--- config.mk ---
export PLATFORM = sky130hd
export DESIGN_NAME = bmp_div
export DESIGN_NICKNAME = d
export VERILOG_FILES = /design/src/sv/bmp_div.sv
export SDC_FILE = /design/constraint.sdc
export NUM_CORES = 1
export LEC_CHECK = 0
export BUFFER_PORTS_ARGS = -buffer_cell sky130_fd_sc_hd__buf_2
export CAP_MARGIN = 20
export CORE_MARGIN = 2
export CORE_UTILIZATION = 34
export DETAILED_ROUTE_END_ITERATION = 10
export PLACE_DENSITY_LB_ADDON = 0.3
export SYNTH_ARGS = -nofsm -noshare
export SYNTH_HDL_FRONTEND = slang
export SYNTH_SLANG_ARGS = --single-unit
--- constraint.sdc ---
create_clock -name clk_i -period 2.6 [get_ports clk_i]
set_clock_uncertainty 0.05 [all_clocks]
set_input_delay 0.39 -clock clk_i [delete_from_list [all_inputs] [get_ports clk_i]]
set_output_delay 0.39 -clock clk_i [all_outputs]
set_load 0.01 [all_outputs]
--- src/sv/bmp_div.sv ---
module bmp_div (
  input  logic        clk_i,
  input  logic        rst_ni,
  input  logic        start_i,
  input  logic [31:0] dividend_i,
  input  logic [15:0] divisor_i,
  output logic        done_o,
  output logic [15:0] quot_o,
  output logic [15:0] rem_o
);

  logic        busy_q, busy_d;
  logic        done_q, done_d;
  logic [4:0]  cnt_q, cnt_d;
  logic [31:0] quo_q, quo_d;
  logic [15:0] rem_q, rem_d;
  logic [15:0] dvs_q, dvs_d;
  logic [16:0] trial;

  assign trial = {rem_q, quo_q[31]};

  always_comb begin
    busy_d = busy_q;
    done_d = 1'b0;
    cnt_d  = cnt_q;
    quo_d  = quo_q;
    rem_d  = rem_q;
    dvs_d  = dvs_q;
    if (start_i) begin
      busy_d = 1'b1;
      cnt_d  = 5'd0;
      quo_d  = dividend_i;
      rem_d  = 16'd0;
      dvs_d  = divisor_i;
    end else if (busy_q) begin
      if (trial >= {1'b0, dvs_q}) begin
        rem_d = 16'(trial - {1'b0, dvs_q});
        quo_d = {quo_q[30:0], 1'b1};
      end else begin
        rem_d = trial[15:0];
        quo_d = {quo_q[30:0], 1'b0};
      end
      cnt_d = cnt_q + 5'd1;
      if (cnt_q == 5'd31) begin
        busy_d = 1'b0;
        done_d = 1'b1;
      end
    end
  end

  always_ff @(posedge clk_i or negedge rst_ni) begin
    if (!rst_ni) begin
      busy_q <= 1'b0;
      done_q <= 1'b0;
      cnt_q  <= 5'd0;
    end else begin
      busy_q <= busy_d;
      done_q <= done_d;
      cnt_q  <= cnt_d;
    end
  end

  always_ff @(posedge clk_i) begin
    quo_q <= quo_d;
    rem_q <= rem_d;
    dvs_q <= dvs_d;
  end

  assign done_o = done_q;
  assign quot_o = quo_q[15:0];
  assign rem_o  = rem_q;

endmodule

==> flow_metrics.py <==
metrics = {
    "min_path": {
        "holdPathStages": 1,
        "hp-class": "primary input to flip-flop",
        "hp-start": "divisor_i[3]",
        "min_to": "dvs_q[3]",
    },
    "timing": {
        "fmax_mhz": 402,
        "finalCritPeriodShare_pct": 95.6,
        "slew_violations": 0,
        "fin_crit_ns": 2.49,
        "worst_pin_slew_ns": 0.909,
        "finalSetupViolCount": 0,
        "finalHoldViolCount": 0,
        "slew_headroom_pct": 39.2,
        "fin_worst_hold_slack_ns": 0.181,
    },
    "synthesis": {
        "synth_top_flop_cell": "edfxtp_1",
        "synth_cell_types": 61,
        "avgSynthCellArea_um2": 11.5,
        "yosysTopAreaCell": "edfxtp_1",
        "synth_top_area_share_pct": 37.0,
        "synth_nets": 409,
        "ys_ff_latch": 71,
        "synth-edff-count": 48,
        "yosysSeqAreaShare_pct": 49.7,
        "synthCells": 339,
        "yosys_warnings": 0,
        "async_flop_share_pct": 9.86,
        "synthTopCellsByArea": "edfxtp_1 37%, mux2_2 9.3%, dfxtp_1 8.2%, ha_1 5.8%, dfrtp_1 4.5%",
        "syn_area_um2": 3890,
    },
    "finish": {
        "fin_util_pct": 42.4,
        "area_growth_pct": 23.1,
        "final_common_cell": "buf_2",
        "drive_above_1_share_pct": 35.8,
        "nets": 492,
        "num_antenna_cells": 0,
        "final_cell_mix": "83 x buf_2, 48 x edfxtp_1, 32 x mux2_2, 23 x inv_1, 22 x nor2_1",
        "fill_cells": 1110,
    },
    "cts": {
        "clock_latency_ns": 0.33,
        "htree_levels": 3,
        "cts_buffer_depth": 2,
        "path_clk_slew_ns": 0.06,
        "cts_tree": "yes",
        "cts_root_buffer": "clkbuf_16",
        "numCtsBuffers": 9,
        "cts_sinks": 71,
    },
    "status": {
        "status": "finished, final reports clean",
    },
    "pwr": {
        "irDropWorstVdd_uv": 346,
        "p_leak_nw": 2.14,
        "powerDensity_nw_per_um2": 635,
    },
    "detailed_routing": {
        "vias": 2938,
        "wirelength_mm": 8.82,
        "viasPerCell": 5.15,
        "antenna_left": 0,
        "first_pass_iters": 4,
        "drt_iter0_drc": 111,
        "drc": 0,
        "routedWlPerCell_um": 15.5,
    },
    "floorplanning": {
        "rows": 39,
        "start_util_pct": 34.4,
        "ios": 84,
        "core_area_um2": 11300,
        "dieWidth_um": 111,
        "dieArea_um2": 12300,
        "die_h_um": 111,
    },
    "worst_setup_path": {
        "endpoint_kind": "flip-flop",
        "required_ns": 2.82,
        "r2r_slack_ns": 0.11,
        "rr_worst_depth": 9,
        "crit_family": "simple AND/OR/NAND/NOR gates",
        "worstReg2RegStart": "quo_q[31]",
        "r2r-end": "rem_o[14]",
        "criticalPathCategory": "flip-flop to flip-flop",
        "cp.arrival_ns": 2.70,
        "crit_slowest_cell": "or4b_1",
        "worstPathMaxFanout": 4,
        "path_cells": "inv_1 -> ha_1 -> fa_1 -> nor2b_1 -> o31a_1 -> o311a_1 -> nor4_1 -> or4b_1 -> o21ai_1",
        "timing.critical_path.buf_inv": 1,
        "cp-start-kind": "flip-flop",
        "worstSetupPathDepth": 9,
        "max_stage_delay_ns": 0.52,
    },
    "global_routing": {
        "overflow": 0,
        "gr-usage-all-layers_pct": 15.2,
        "grt_max_degree": 63,
        "grt_pass1_vias": 2991,
        "antenna_found_initial": 0,
        "grt_pass1_wl_mm": 14.9,
    },
    "place": {
        "routabilityCongestion": 0.859,
        "place_hpwl_mm": 6.44,
        "port_buffers": 83,
    },
    "job": {
        "cap_violations": 0,
    },
}
==> metrics by stage <==
stage | TNS (ns) | instance area, µm² | instances | setup WS, ns | power, mW
detailed placement | 0 | 4430 | 551 | 0.0982 | 1.68
global route | -0.00357 | 4790 | 570 | -0.00357 | 3.18
CTS | 0 | 4770 | 568 | 0.0788 | 3.08
global placement | 0 | 4430 | 551 | 0.0626 | 1.68
finish | 0 | 4790 | 570 | 0.114 | 3.04
floorplan | 0 | 3890 | 339 | 0.303 | 1.59
==> per-layer routing <==
layer	track usage, %	routed length [µm]
met5	0	0
met4	7.33	141
met3	5.25	708
met2	22.7	4010
met1	19.6	3960
==> kinds of logic (layout without fill, tap and decap cells) <==
group                    Yosys count  in the layout  synth area share [%]
adder cells (fa/ha/maj)           19             19                  6.30
XOR/XNOR                           8              8                  1.80
AND/OR/NAND/NOR                   70             70                  9.41
buffers and inverters             50            138                  6.81
flip-flops                        71             71                  49.7
multiplexers                      41             41                  11.6
AO/OA/AOI/OAI                     80             80                  14.4
==> power breakdown <==
group | switching (mW) | internal [mW] | leakage, nW
clock network | 0.447 | 0.932 | 0.161
logic | 0.168 | 0.169 | 1.26
registers | 0.0317 | 1.30 | 0.717
==> Yosys cell counts, types with 3 or more instances <==
library cell	number
a32oi_1	4
clkbuf_1	6
dfxtp_1	16
nand2_1	16
ha_1	18
a21o_1	5
nor2_1	22
nor4_1	3
o21ai_0	16
a211oi_1	4
a21oi_1	13
and3_1	3
mux2_2	32
buf_4	16
o21ai_1	5
nand2b_1	4
dfrtp_1	7
nor2b_1	3
xor2_1	3
mux2i_1	9
edfxtp_1	48
nor3_1	5
a311oi_1	5
o21a_1	4
xnor2_1	5
inv_1	23
==> repair_timing <==
| action | 4_1_cts | 5_1_grt |
|---|---|---|
| resized for setup | 0 | 2 |
| setup endpoints to repair | 0 | 6 |
| setup buffers | 0 | 2 |
| endpoints found under the hold margin | 7 | 0 |
| hold buffers | 1 | 0 |
==> layout make-up <==
class                      instances  area [µm²]  area share (%)
clock buffer                      11         233            4.85
multi-input combinational        218        1700            35.4
timing repair buffer              99         563            11.7
sequential                        71        1940            40.4
clock inverter                     5        98.8            2.06
tap                              143         179            3.73
inverter                          23        86.3            1.80
==> worst max path at each step <==
stage / end / start
CTS: rem_o[14] / quo_q[31]
finish: rem_o[14] / quo_q[31]
floorplan: rem_o[0] / rem_o[5]
global route: rem_o[14] / quo_q[31]
global placement: rem_o[14] / quo_q[31]
detailed placement: rem_o[14] / quo_q[31]
==> sequential cells by signal, indices dropped and copies added (netlist names) <==
name,flops
quo_q,32
dvs_q,16
done_o,1
cnt_q,5
busy_q,1
rem_o,16
(Power assumes the default switching activity.)
